`src/rtl/hfm_pkg.sv`:
```
`default_nettype none

package hfm_pkg;

	// Field and register widths
	localparam int IDX_W    = 10;
	localparam int DIM_W    = 11;
	localparam int CTR_W    = 10;
	localparam int GAIN_W   = 16;
	localparam int STEEP_W  = 10;
	localparam int CUTOFF_W = 8;

	// Largest plane edge; bigger register values are clamped to it
	localparam logic [DIM_W-1:0] MAX_DIM = 11'd1024;

	// Gain format: unsigned Q4.12
	localparam int GAIN_FRAC_BITS = 12;

	// Datapath widths
	localparam int SQ_W        = 2 * IDX_W;          // one squared offset
	localparam int R2_W        = SQ_W + 1;           // squared radius
	localparam int NUM_W       = STEEP_W + R2_W;     // c10 * r2
	localparam int D0SQ_W      = 2 * CUTOFF_W;       // D0^2
	localparam int XQ_INT_BITS = 4;                  // x < 16 once not saturated
	localparam int DEN_W       = D0SQ_W + XQ_INT_BITS; // 10 * D0^2 < 16 * D0^2
	localparam int Q16         = 16;
	localparam int XQ_W        = Q16 + XQ_INT_BITS;  // x in Q16
	localparam int Y_W         = 21;                 // x * log2(e) in Q16, below 24.0
	localparam int N_W         = Y_W - Q16;          // integer part of y
	localparam int P_W         = Q16 + 1;            // 2^-f in Q16, up to 1.0

	localparam logic [Q16-1:0] ROUND_Q16 = 16'h8000;
	localparam logic [P_W-1:0] LOG2E_Q16 = 17'd94548;

	// Taylor polynomial for 2^-f, highest order first, Horner form
	localparam int HORNER_STEPS = 6;
	localparam logic [P_W-1:0] EXP2_COEF [HORNER_STEPS+1] = '{
		17'd10, 17'd87, 17'd630, 17'd3638, 17'd15743, 17'd45426, 17'd65536
	};

	// Register reset values
	localparam logic [GAIN_W-1:0]   GAMMA_HIGH_RST = GAIN_W'(2 << GAIN_FRAC_BITS);
	localparam logic [GAIN_W-1:0]   GAMMA_LOW_RST  = GAIN_W'((2 << GAIN_FRAC_BITS) / 10);
	localparam logic [STEEP_W-1:0]  STEEP_MIN      = 10'd10;
	localparam logic [STEEP_W-1:0]  STEEP_RST      = 10'd10;
	localparam logic [CUTOFF_W-1:0] CUTOFF_RST     = 8'd5;
	localparam logic [DIM_W-1:0]    PLANE_RST      = 11'd512;

	// Configuration port
	localparam int PADDR_W = 5;
	localparam int PDATA_W = 32;

	typedef enum logic [2:0] {
		REG_GAMMA_HIGH = 3'd0,
		REG_GAMMA_LOW  = 3'd1,
		REG_STEEPNESS  = 3'd2,
		REG_CUTOFF     = 3'd3,
		REG_PLANE_ROWS = 3'd4,
		REG_PLANE_COLS = 3'd5
	} reg_idx_t;

	// Settings as the datapath sees them (clamped / derived)
	typedef struct packed {
		logic [GAIN_W-1:0]  gamma_high;
		logic [GAIN_W-1:0]  gamma_low;
		logic [STEEP_W-1:0] c10;
		logic [DEN_W-1:0]   den;
		logic [CTR_W-1:0]   row_ctr;
		logic [CTR_W-1:0]   col_ctr;
	} cfg_t;

	// Center coordinate of one plane axis, after clamping the edge length
	function automatic logic [CTR_W-1:0] plane_center(input logic [DIM_W-1:0] dim);
		logic [DIM_W-1:0] lim;
		lim = (dim > MAX_DIM) ? MAX_DIM : dim;
		return lim[DIM_W-1:1];
	endfunction

endpackage

`default_nettype wire

```
`src/rtl/hfm_radius.sv`:
```
`default_nettype none

module hfm_radius import hfm_pkg::*; (
	input  wire logic               clk,
	input  wire logic               arst_n,
	input  wire logic               in_valid,
	input  wire logic [IDX_W-1:0]   row_index,
	input  wire logic [IDX_W-1:0]   col_index,
	input  wire logic [CTR_W-1:0]   row_ctr,
	input  wire logic [CTR_W-1:0]   col_ctr,
	input  wire logic [STEEP_W-1:0] c10,
	output logic                    out_valid,
	output logic [NUM_W-1:0]        num
);

	logic              vld_s1, vld_s2, vld_s3, vld_s4;
	logic [IDX_W-1:0]  dr_s1, dc_s1;
	logic [SQ_W-1:0]   sqr_s2, sqc_s2;
	logic [R2_W-1:0]   r2_s3;
	logic [NUM_W-1:0]  num_s4;

	function automatic logic [IDX_W-1:0] abs_off(input logic [IDX_W-1:0] idx,
		input logic [CTR_W-1:0] ctr);
		logic [IDX_W-1:0] c;
		c = IDX_W'(ctr);
		return (idx >= c) ? idx - c : c - idx;
	endfunction

	// Valid chain
	always_ff @(posedge clk or negedge arst_n) begin
		if (!arst_n) begin
			vld_s1 <= 1'b0;
			vld_s2 <= 1'b0;
			vld_s3 <= 1'b0;
			vld_s4 <= 1'b0;
		end else begin
			vld_s1 <= in_valid;
			vld_s2 <= vld_s1;
			vld_s3 <= vld_s2;
			vld_s4 <= vld_s3;
		end
	end

	// s1 offsets, s2 squares, s3 radius^2, s4 scaled by steepness
	always_ff @(posedge clk) begin
		dr_s1  <= abs_off(row_index, row_ctr);
		dc_s1  <= abs_off(col_index, col_ctr);
		sqr_s2 <= SQ_W'(dr_s1) * SQ_W'(dr_s1);
		sqc_s2 <= SQ_W'(dc_s1) * SQ_W'(dc_s1);
		r2_s3  <= R2_W'(sqr_s2) + R2_W'(sqc_s2);
		num_s4 <= NUM_W'(c10) * NUM_W'(r2_s3);
	end

	assign out_valid = vld_s4;
	assign num       = num_s4;

endmodule

`default_nettype wire

```
`config.mk`:
```
export PLATFORM = sky130hd
export DESIGN_NAME = hfm_radius
export DESIGN_NICKNAME = d
export VERILOG_FILES = /design/src/rtl/hfm_pkg.sv /design/src/rtl/hfm_radius.sv
export SDC_FILE = /design/constraint.sdc
export NUM_CORES = 1
export LEC_CHECK = 0
export ABC_AREA = 1
export BUFFER_PORTS_ARGS = -buffer_cell sky130_fd_sc_hd__clkbuf_2
export CORE_MARGIN = 2
export CORE_UTILIZATION = 55
export DETAILED_ROUTE_END_ITERATION = 8
export PLACE_DENSITY = 0.77
export SLEW_MARGIN = 20
export SYNTH_ARGS = -nofsm -noshare
export SYNTH_HDL_FRONTEND = slang
export SYNTH_SLANG_ARGS = --single-unit
export TNS_END_PERCENT = 1
```
`constraint.sdc`:
```
create_clock -name clk -period 5.1 [get_ports clk]
set_clock_uncertainty 0.05 [all_clocks]
set_input_delay 0.255 -clock clk [delete_from_list [all_inputs] [get_ports clk]]
set_output_delay 0.255 -clock clk [all_outputs]
set_load 0.05 [all_outputs]
```
==> results of run 1 <==
## layer usage
layer | up-vias | track usage
met5 | - | 0
met4 | 0 | 0.0769
met3 | 88 | 0.0313
met2 | 371 | 0.466
met1 | 7517 | 0.299
li1 | 7833 | -
## flip-flops by register name, summed over array words and instances (netlist names)
signal,count
sqr_s2,19
r2_s3,21
out_valid,1
num,31
vld_s3,1
dr_s1,10
dc_s1,10
sqc_s2,19
vld_s1,1
vld_s2,1
## logic make-up (layout without fill, tap and decap cells)
family,Yosys count,after routing,share of synthesized area
AOI/OAI and AO/OA,131,131,0.0425
xor gates and xnor gates,74,74,0.0347
adders and majority gates,464,464,0.410
buffers and inverters,737,804,0.151
DFF,114,114,0.123
other,0,1,0
and+or+nand+nor,1115,1115,0.239
## layout make-up
| cell class | count | share of cell area |
|---|---|---|
| Clock inverter | 13 | 0.00733 |
| Antenna cell | 1 | 0.000124 |
| Inverter | 663 | 0.124 |
| Multi-Input combinational cell | 1784 | 0.673 |
| Tap cell | 448 | 0.0278 |
| Timing Repair Buffer | 109 | 0.0305 |
| Clock buffer | 19 | 0.0225 |
| Sequential cell | 114 | 0.115 |
## worst max-delay path by stage
| stage | startpoint | to | slack (ns) |
|---|---|---|---|
| after global placement | c10[1] | num[22] | 0.29 |
| after detailed placement | c10[1] | num[22] | 0.19 |
| final | r2_s3[7] | num[28] | 0.29 |
| after CTS | r2_s3[12] | num[22] | 0.23 |
| after global routing | r2_s3[10] | num[27] | 0.006 |
| after floorplan | r2_s3[7] | num[28] | 0.58 |
## worst reg2reg max path: stages (launching register included)
cell	delay, ns
dfxtp_1	0.45
buf_4	0.20
nand2_1	0.06
inv_1	0.10
fa_1	0.43
fa_1	0.56
fa_1	0.43
fa_1	0.50
inv_1	0.06
fa_1	0.51
inv_1	0.06
ha_1	0.37
nand2_1	0.12
nor2_1	0.24
nand3_1	0.14
nand3_1	0.21
nand2_1	0.10
nand3_1	0.09
nand2_1	0.05
## through the flow
step                setup WS (ns)  cells  cell area [sq um]  utilization  hold WS [ns]
CTS                         0.231   3150              20100        0.601        0.0922
floorplan                   0.580   2635              18700            -       -0.0906
global route              0.00642   3151              20100        0.602         0.115
detailed placement          0.195   3116              19500        0.583        0.0143
finish                      0.295   3151              20100        0.602         0.101
global placement            0.286   3116              19500        0.583       0.00751
## timing repair
item                                   CTS  global route
endpoints found under the hold margin    5             0
resized for setup                        0            11
hold buffers                             2             0
setup endpoints to repair                0            10
## placed cells by master (no fill, tap or decap), drive strengths merged, types with 20 or more instances in the layout
| cell | instances |
|---|---|
| nand2 | 839 |
| inv | 667 |
| fa | 246 |
| ha | 218 |
| nor2 | 129 |
| dfxtp | 110 |
| clkbuf | 103 |
| nand3 | 101 |
| a21oi | 79 |
| xor2 | 52 |
| buf | 23 |
| xnor2 | 22 |
| o21ai | 20 |
==> impl_metrics.yaml, run 1 <==
clock_tree:
  postCtsSetupRepairBufs: 0
  clk_pin_slew_ns: 0.07
  clkLatencyLatePin_ns: 0.44
  clk_path_buf_depth: 2
  clock-root-buffer: "clkbuf_16"
  cts_tree: "done"
  numCtsBuffers: 17
  cts_htree_levels: 4
  clock_sinks: 114
sta:
  fin_crit_ns: 4.81
  maxSlewHeadroom: 0.630
  fmax_mhz: 208
  setup_viol: 0
  fin_crit_sh: 0.942
  final_max_slew_viol_count: 0
  finalHoldViolCount: 0
  timing.setup.tns_ns: 0
  tightest_slew_ns: 0.554
  rsz0062_at_grt: "false"
route:
  drc: 0
  via_per_inst: 5.02
  wl_met2_um: 21200
  routed_wl_um: 41200
  antenna_left: 0
  met1_length_um: 17100
  wire_per_inst_um: 13.1
  dr.pass1.iters: 8
  drt-initial-drc-count: 828
  vias: 15800
  top_layer: "met4"
  route.met3.wl_um: 1810
worst_setup_path:
  rr_worst_depth: 18
  r2r-end: "num[28]"
  cpMostUsedCell: "fa_1"
  cp-start-kind: "flip-flop"
  critPathRequiredTime_ns: 5.38
  crit_path_top_delay_cell: "fa_1"
  reg2reg_setup_slack_ns: 0.29
  critical_path_class: "reg -> reg"
  crit_family: "adder cells"
  path_buf_inv: 4
  timing.rr.start: "r2_s3[7]"
  arrival_ns: 5.08
  cp_max_fo: 6
  critPathCaptureType: "flip-flop"
  max_stage_delay_ns: 0.56
  crit_chain: "buf_4 > nand2_1 > inv_1 > fa_1 > fa_1 > fa_1 > fa_1 > inv_1 > fa_1 > inv_1 > ha_1 > nand2_1 > nor2_1 > nand3_1 > nand3_1 > nand2_1 > nand3_1 > nand2_1"
  cp.depth: 18
global_routing:
  grt_pass1_wl_um: 73300
  grt_max_degree: 22
  grt_use_total: 0.250
  grt_antenna_before_repair: 1
  grt_pass1_vias: 16500
  gr-total-overflow: 0
min_path:
  min_path_type: "in -> reg"
  hold_end: "dr_s1[0]"
  worstHoldStart: "row_ctr[0]"
  holdPathStages: 3
die:
  floorplan.initialDensity: 0.558
  die_area_sq_mm: 0.0354
  core-area_sq_mm: 0.0334
  die_x_um: 188
  num_rows: 67
  die_h_um: 188
  io_pins: 85
final_layout:
  ff_latch_area_sq_mm: 0.00231
  multi_input_area_sq_mm: 0.0136
  nFillCells: 3086
  area_growth_syn_to_layout_pct: 7.84
  nets: 3206
  drive_gt1_frac: 0.0644
placement:
  hpwl_um: 35200
  io_buffers: 84
  place_congestion: 0.911
synth:
  synth.largest_area_cell: "fa_1"
  synth.yosys.warnings: 0
  syn-instance-count: 2635
  synthesis.area_sq_mm: 0.0187
  synth_common_cells: "nand2_1, inv_1, fa_1, ha_1, nor2_1"
  yosysMostFrequentCell: "nand2_1"
  ys_async_sr_fraction: 0.0351
  synth_edf_count: 0
  synthesis.nets: 3152
  synth_area_per_cell_sq_um: 7.08
  synth_cell_type_count: 40
  synth_area_leaders: "fa_1, nand2_1, ha_1, inv_1, dfxtp_1"
  ys_seq_area_frac: 0.123
  ys.flop_type: "dfxtp_1"
  synth_seq_cells: 114
  synth.top_cell.area_share: 0.264
run:
  max-cap-violations: 0
status:
  status: "completed"
Power of run 1 is left out: the tool's default activity adds up to more than one toggle a clock period on the data nets, which glitch-free logic cannot reach.
==> run 2: changes to the inputs <==
--- a/config.mk
+++ b/config.mk
@@ -7,7 +7,7 @@
 export LEC_CHECK = 0
 export ABC_AREA = 1
 export BUFFER_PORTS_ARGS = -buffer_cell sky130_fd_sc_hd__clkbuf_2
-export CORE_MARGIN = 2
+export CORE_MARGIN = 8
 export CORE_UTILIZATION = 55
 export DETAILED_ROUTE_END_ITERATION = 8
 export PLACE_DENSITY = 0.77
==> constraint.sdc (replaced) <==
create_clock -name clk -period 5.95 [get_ports clk]
set_clock_uncertainty 0.05 [all_clocks]
set_input_delay 0.2975 -clock clk [delete_from_list [all_inputs] [get_ports clk]]
set_output_delay 0.2975 -clock clk [all_outputs]
set_load 0.05 [all_outputs]
==> impl_metrics.yaml, run 2 (synthesis results as in run 1) <==
route:
  antenna_left: 0
  routed_wl_um: 41700
  wire_per_inst_um: 13.3
  via_per_inst: 5.05
  drc: 0
  vias: 15800
  drt-initial-drc-count: 678
  dr.pass1.iters: 5
worst_setup_path:
  crit_chain: "nand2_1 > fa_1 > inv_1 > fa_1 > fa_1 > fa_1 > inv_1 > fa_1 > inv_1 > ha_1 > nand2_1 > nor2_1 > nand3_1 > nand3_1 > nand2_1 > nand3_1 > nand2_1"
  max_stage_delay_ns: 0.61
  cp-start-kind: "flip-flop"
  cpMostUsedCell: "fa_1"
  reg2reg_setup_slack_ns: 1.01
  path_buf_inv: 3
  cp.depth: 17
  rr_worst_depth: 17
  r2r-end: "num[29]"
  critPathRequiredTime_ns: 6.24
  crit_family: "adder cells"
  critical_path_class: "reg -> reg"
  crit_path_top_delay_cell: "dfxtp_1"
  cp-startpoint: "r2_s3[10]"
  timing.rr.start: "r2_s3[10]"
  arrival_ns: 5.22
  endpoint: "num[29]"
  cp_max_fo: 10
  critPathCaptureType: "flip-flop"
sta:
  fin_crit_ns: 4.94
  tightest_slew_ns: 0.588
  fmax_mhz: 203
  maxSlewHeadroom: 0.608
  setup_ws_ns: 1.01
  timing.setup.tns_ns: 0
  final_max_slew_viol_count: 0
  whs_ns: 0.143
  setup_viol: 0
  rsz0062_at_grt: "false"
  finalHoldViolCount: 0
  fin_crit_sh: 0.829
global_routing:
  grt-busiest-layer: "met2"
  grt_pass1_wl_um: 74700
  grt_use_met2: 0.400
  grt_pass1_vias: 17000
  grt_max_degree: 22
  gr-total-overflow: 0
  grtUsageMet3: 0.0334
  grtUsageMet1: 0.252
  grt_antenna_before_repair: 1
  grt_use_total: 0.218
final_layout:
  multi_input_area_sq_mm: 0.0135
  area_growth_syn_to_layout_pct: 7.02
  utilization: 0.597
  layout_commonest_cell: "nand2_1"
  ff_latch_area_sq_mm: 0.00230
  layout_common_cells: "nand2_1, inv_1, fa_1, ha_1, nor2_1"
  largest_reg_flops: 31
  nFillCells: 3057
  drive_gt1_frac: 0.0526
  nets: 3184
die:
  io_pins: 85
  floorplan.initialDensity: 0.558
  die_area_sq_mm: 0.0401
  die_h_um: 200
  num_rows: 67
  die_x_um: 200
  core-area_sq_mm: 0.0334
clock_tree:
  clk_path_buf_depth: 2
  clock-root-buffer: "clkbuf_16"
  cts_tree: "done"
  clkLatencyLatePin_ns: 0.45
  numCtsBuffers: 17
  clock_sinks: 114
  clk_pin_slew_ns: 0.07
  cts_htree_levels: 4
placement:
  io_buffers: 84
  place_congestion: 0.913
  dp_slack_ns: 0.972
  hpwl_um: 35300
status:
  status: "completed"
min_path:
  min_path_type: "in -> reg"
  holdPathStages: 3
run:
  max-cap-violations: 0
run 2: changes by cell type in the layout (fill, tap and decap cells not counted), moves of 2 or more:
cell / before / now
buf_4: 23 / 1
dfxtp_1: 101 / 110
dfxtp_2: 9 / 0
clkinv_2: 2 / 0
inv_8: 0 / 2
nor2_1: 126 / 128
nor2_2: 3 / 1
run 2: what timing repair did:
action	in CTS	in global routing
buffers inserted	0	0
resized for setup	0	0
endpoints found under the hold margin	5	0
hold buffers	2	0
run 2: area by class of cell:
class,count,area share
multi-input cells,1784,0.678
clock inverters,14,0.00952
repair buffers,87,0.0224
clock buffers,18,0.0220
flip-flops and latches,114,0.115
diodes,1,0.000125
inverters,663,0.125
well taps,448,0.0281
run 2: worst reg2reg max path, cell delays in order, from the launching register on:
cell     delay, ns
dfxtp_1       0.61
nand2_1       0.16
fa_1          0.57
inv_1         0.06
fa_1          0.48
fa_1          0.51
fa_1          0.51
inv_1         0.05
fa_1          0.50
inv_1         0.05
ha_1          0.36
nand2_1       0.11
nor2_1        0.24
nand3_1       0.13
nand3_1       0.20
nand2_1       0.10
nand3_1       0.09
nand2_1       0.05
run 2: metal layers:
metal | part of all wire | vias up
li1 | - | 7795
met1 | 0.42 | 7553
met2 | 0.51 | 346
met3 | 0.039 | 103
met4 | 0.028 | 0
met5 | 0 | -
run 2: worst min-delay path by stage:
stage / to / start
3_3_place_gp: out_valid / arst_n
2_1_floorplan: out_valid / arst_n
4_1_cts: vld_s1 / arst_n
6_report: dr_s1[0] / row_ctr[0]
5_1_grt: vld_s3 / arst_n
3_5_place_dp: vld_s1 / arst_n
run 2: metrics by stage:
stage	instance area, sq um	cells
floorplan	18700	2635
global placement	19300	3094
detailed placement	19300	3094
CTS	20000	3128
global route	20000	3129
finish	20000	3129
Power of run 2 is left out for the same reason.
==> run 3: changes to the inputs <==
==> constraint.sdc (replaced) <==
create_clock -name clk -period 5.05 [get_ports clk]
set_clock_uncertainty 0.05 [all_clocks]
set_input_delay 0.2525 -clock clk [delete_from_list [all_inputs] [get_ports clk]]
set_output_delay 0.2525 -clock clk [all_outputs]
set_load 0.05 [all_outputs]
==> impl_metrics.yaml, run 3 (synthesis results as in run 1) <==
die:
  core-area_sq_mm: 0.0334
  num_rows: 67
  die_area_sq_mm: 0.0401
  die_h_um: 200
  floorplan.initialDensity: 0.558
  io_pins: 85
  die_x_um: 200
worst_setup_path:
  crit_family: "adder cells"
  critPathRequiredTime_ns: 5.34
  reg2reg_setup_slack_ns: 0.24
  critical_path_class: "reg -> reg"
  crit_path_top_delay_cell: "fa_1"
  cp-start-kind: "flip-flop"
  timing.rr.start: "r2_s3[9]"
  crit_chain: "nand2_1 > fa_1 > inv_1 > fa_1 > fa_1 > fa_1 > inv_1 > fa_1 > inv_1 > ha_1 > nand2_1 > inv_1 > nand2_1 > nand3_1 > inv_1 > nand3_1 > nand2_1 > nand2_1 > nand2_1 > nand2_1"
  cp.depth: 20
  endpoint: "num[28]"
  cpMostUsedCell: "nand2_1"
  cp_max_fo: 7
  r2r-end: "num[28]"
  path_buf_inv: 5
  max_stage_delay_ns: 0.54
  cp-startpoint: "r2_s3[9]"
  rr_worst_depth: 20
  critPathCaptureType: "flip-flop"
  arrival_ns: 5.10
sta:
  maxSlewHeadroom: 0.637
  rsz0062_at_grt: "false"
  timing.setup.tns_ns: 0
  fin_crit_ns: 4.81
  tightest_slew_ns: 0.544
  fin_crit_sh: 0.952
  final_max_slew_viol_count: 0
  finalHoldViolCount: 0
  fmax_mhz: 208
  setup_viol: 0
final_layout:
  layout_common_cells: "nand2_1, inv_1, fa_1, ha_1, nor2_1"
  nets: 3205
  area_growth_syn_to_layout_pct: 7.65
  largest_reg_flops: 31
  layout_commonest_cell: "nand2_1"
  drive_gt1_frac: 0.0633
route:
  dr.pass1.iters: 7
  antenna_left: 0
  vias: 15800
  drt-initial-drc-count: 870
  wire_per_inst_um: 13.2
  routed_wl_um: 41600
  drc: 0
  via_per_inst: 5.01
global_routing:
  gr-total-overflow: 0
  grt_max_degree: 22
  grt_pass1_wl_um: 73500
  grt_use_total: 0.216
  grt_antenna_before_repair: 1
  grt_pass1_vias: 16600
clock_tree:
  clk_pin_slew_ns: 0.06
  cts_htree_levels: 4
  clock-root-buffer: "clkbuf_16"
  cts_tree: "done"
  numCtsBuffers: 17
  clk_path_buf_depth: 2
  postCtsSetupRepairBufs: 0
  clock_sinks: 114
  clkLatencyLatePin_ns: 0.45
placement:
  place_congestion: 0.946
  hpwl_um: 35500
  io_buffers: 84
run:
  max-cap-violations: 0
status:
  status: "completed"
min_path:
  min_path_type: "in -> async"
[run 3: changes by cell type in the layout (fill, tap and decap cells not counted)]
cell | previous run | this run
clkinv_4 | 2 | 1
clkbuf_8 | 1 | 2
nor2_2 | 1 | 4
dfxtp_1 | 110 | 104
inv_4 | 0 | 1
nor2_1 | 128 | 125
bufinv_16 | 3 | 1
dfxtp_2 | 0 | 6
buf_4 | 1 | 22
clkinvlp_4 | 1 | 2
inv_8 | 2 | 0
clkinv_2 | 0 | 2
[run 3: cell type report]
type | count | area [sq um]
Inverter | 663 | 2490
Multi-Input combinational cell | 1784 | 13600
Clock inverter | 13 | 123
Sequential cell | 114 | 2310
Fill cell | 3061 | 13400
Antenna cell | 1 | 2.50
Tap cell | 448 | 561
Clock buffer | 19 | 453
Timing Repair Buffer | 108 | 606
[run 3: worst min path at each step]
stage,from,end,slack [ns],cells after the start
after CTS,row_ctr[0],dr_s1[0],0.07,3
after global placement,arst_n,out_valid,0.005,1
after floorplan,arst_n,out_valid,-0.09,0
final,arst_n,vld_s1,0.1,2
after global routing,arst_n,vld_s2,0.09,2
after detailed placement,arst_n,vld_s1,0.01,1
[run 3: what timing repair did]
item	CTS	global route
resized for setup	0	9
hold endpoints to repair	5	0
hold buffers	2	0
setup endpoints to repair	0	11
[run 3: stage by stage]
step	std cells	utilization	hold WS (ns)	area [sq um]	setup slack, ns
2_1_floorplan	2635	-	-0.0931	18700	0.530
3_3_place_gp	3115	0.583	0.00481	19500	0.188
3_5_place_dp	3115	0.583	0.0105	19500	0.161
4_1_cts	3149	0.600	0.0734	20100	0.176
5_1_grt	3150	0.601	0.0879	20100	0.00207
6_report	3150	0.601	0.0959	20100	0.240
[run 3: routing by layer]
| metal | share of wire | global-route usage |
|---|---|---|
| met5 | 0 | 0 |
| met4 | 0.029 | 0.0800 |
| met3 | 0.049 | 0.0310 |
| met2 | 0.50 | 0.392 |
| met1 | 0.42 | 0.255 |
Power of run 3 is left out for the same reason.
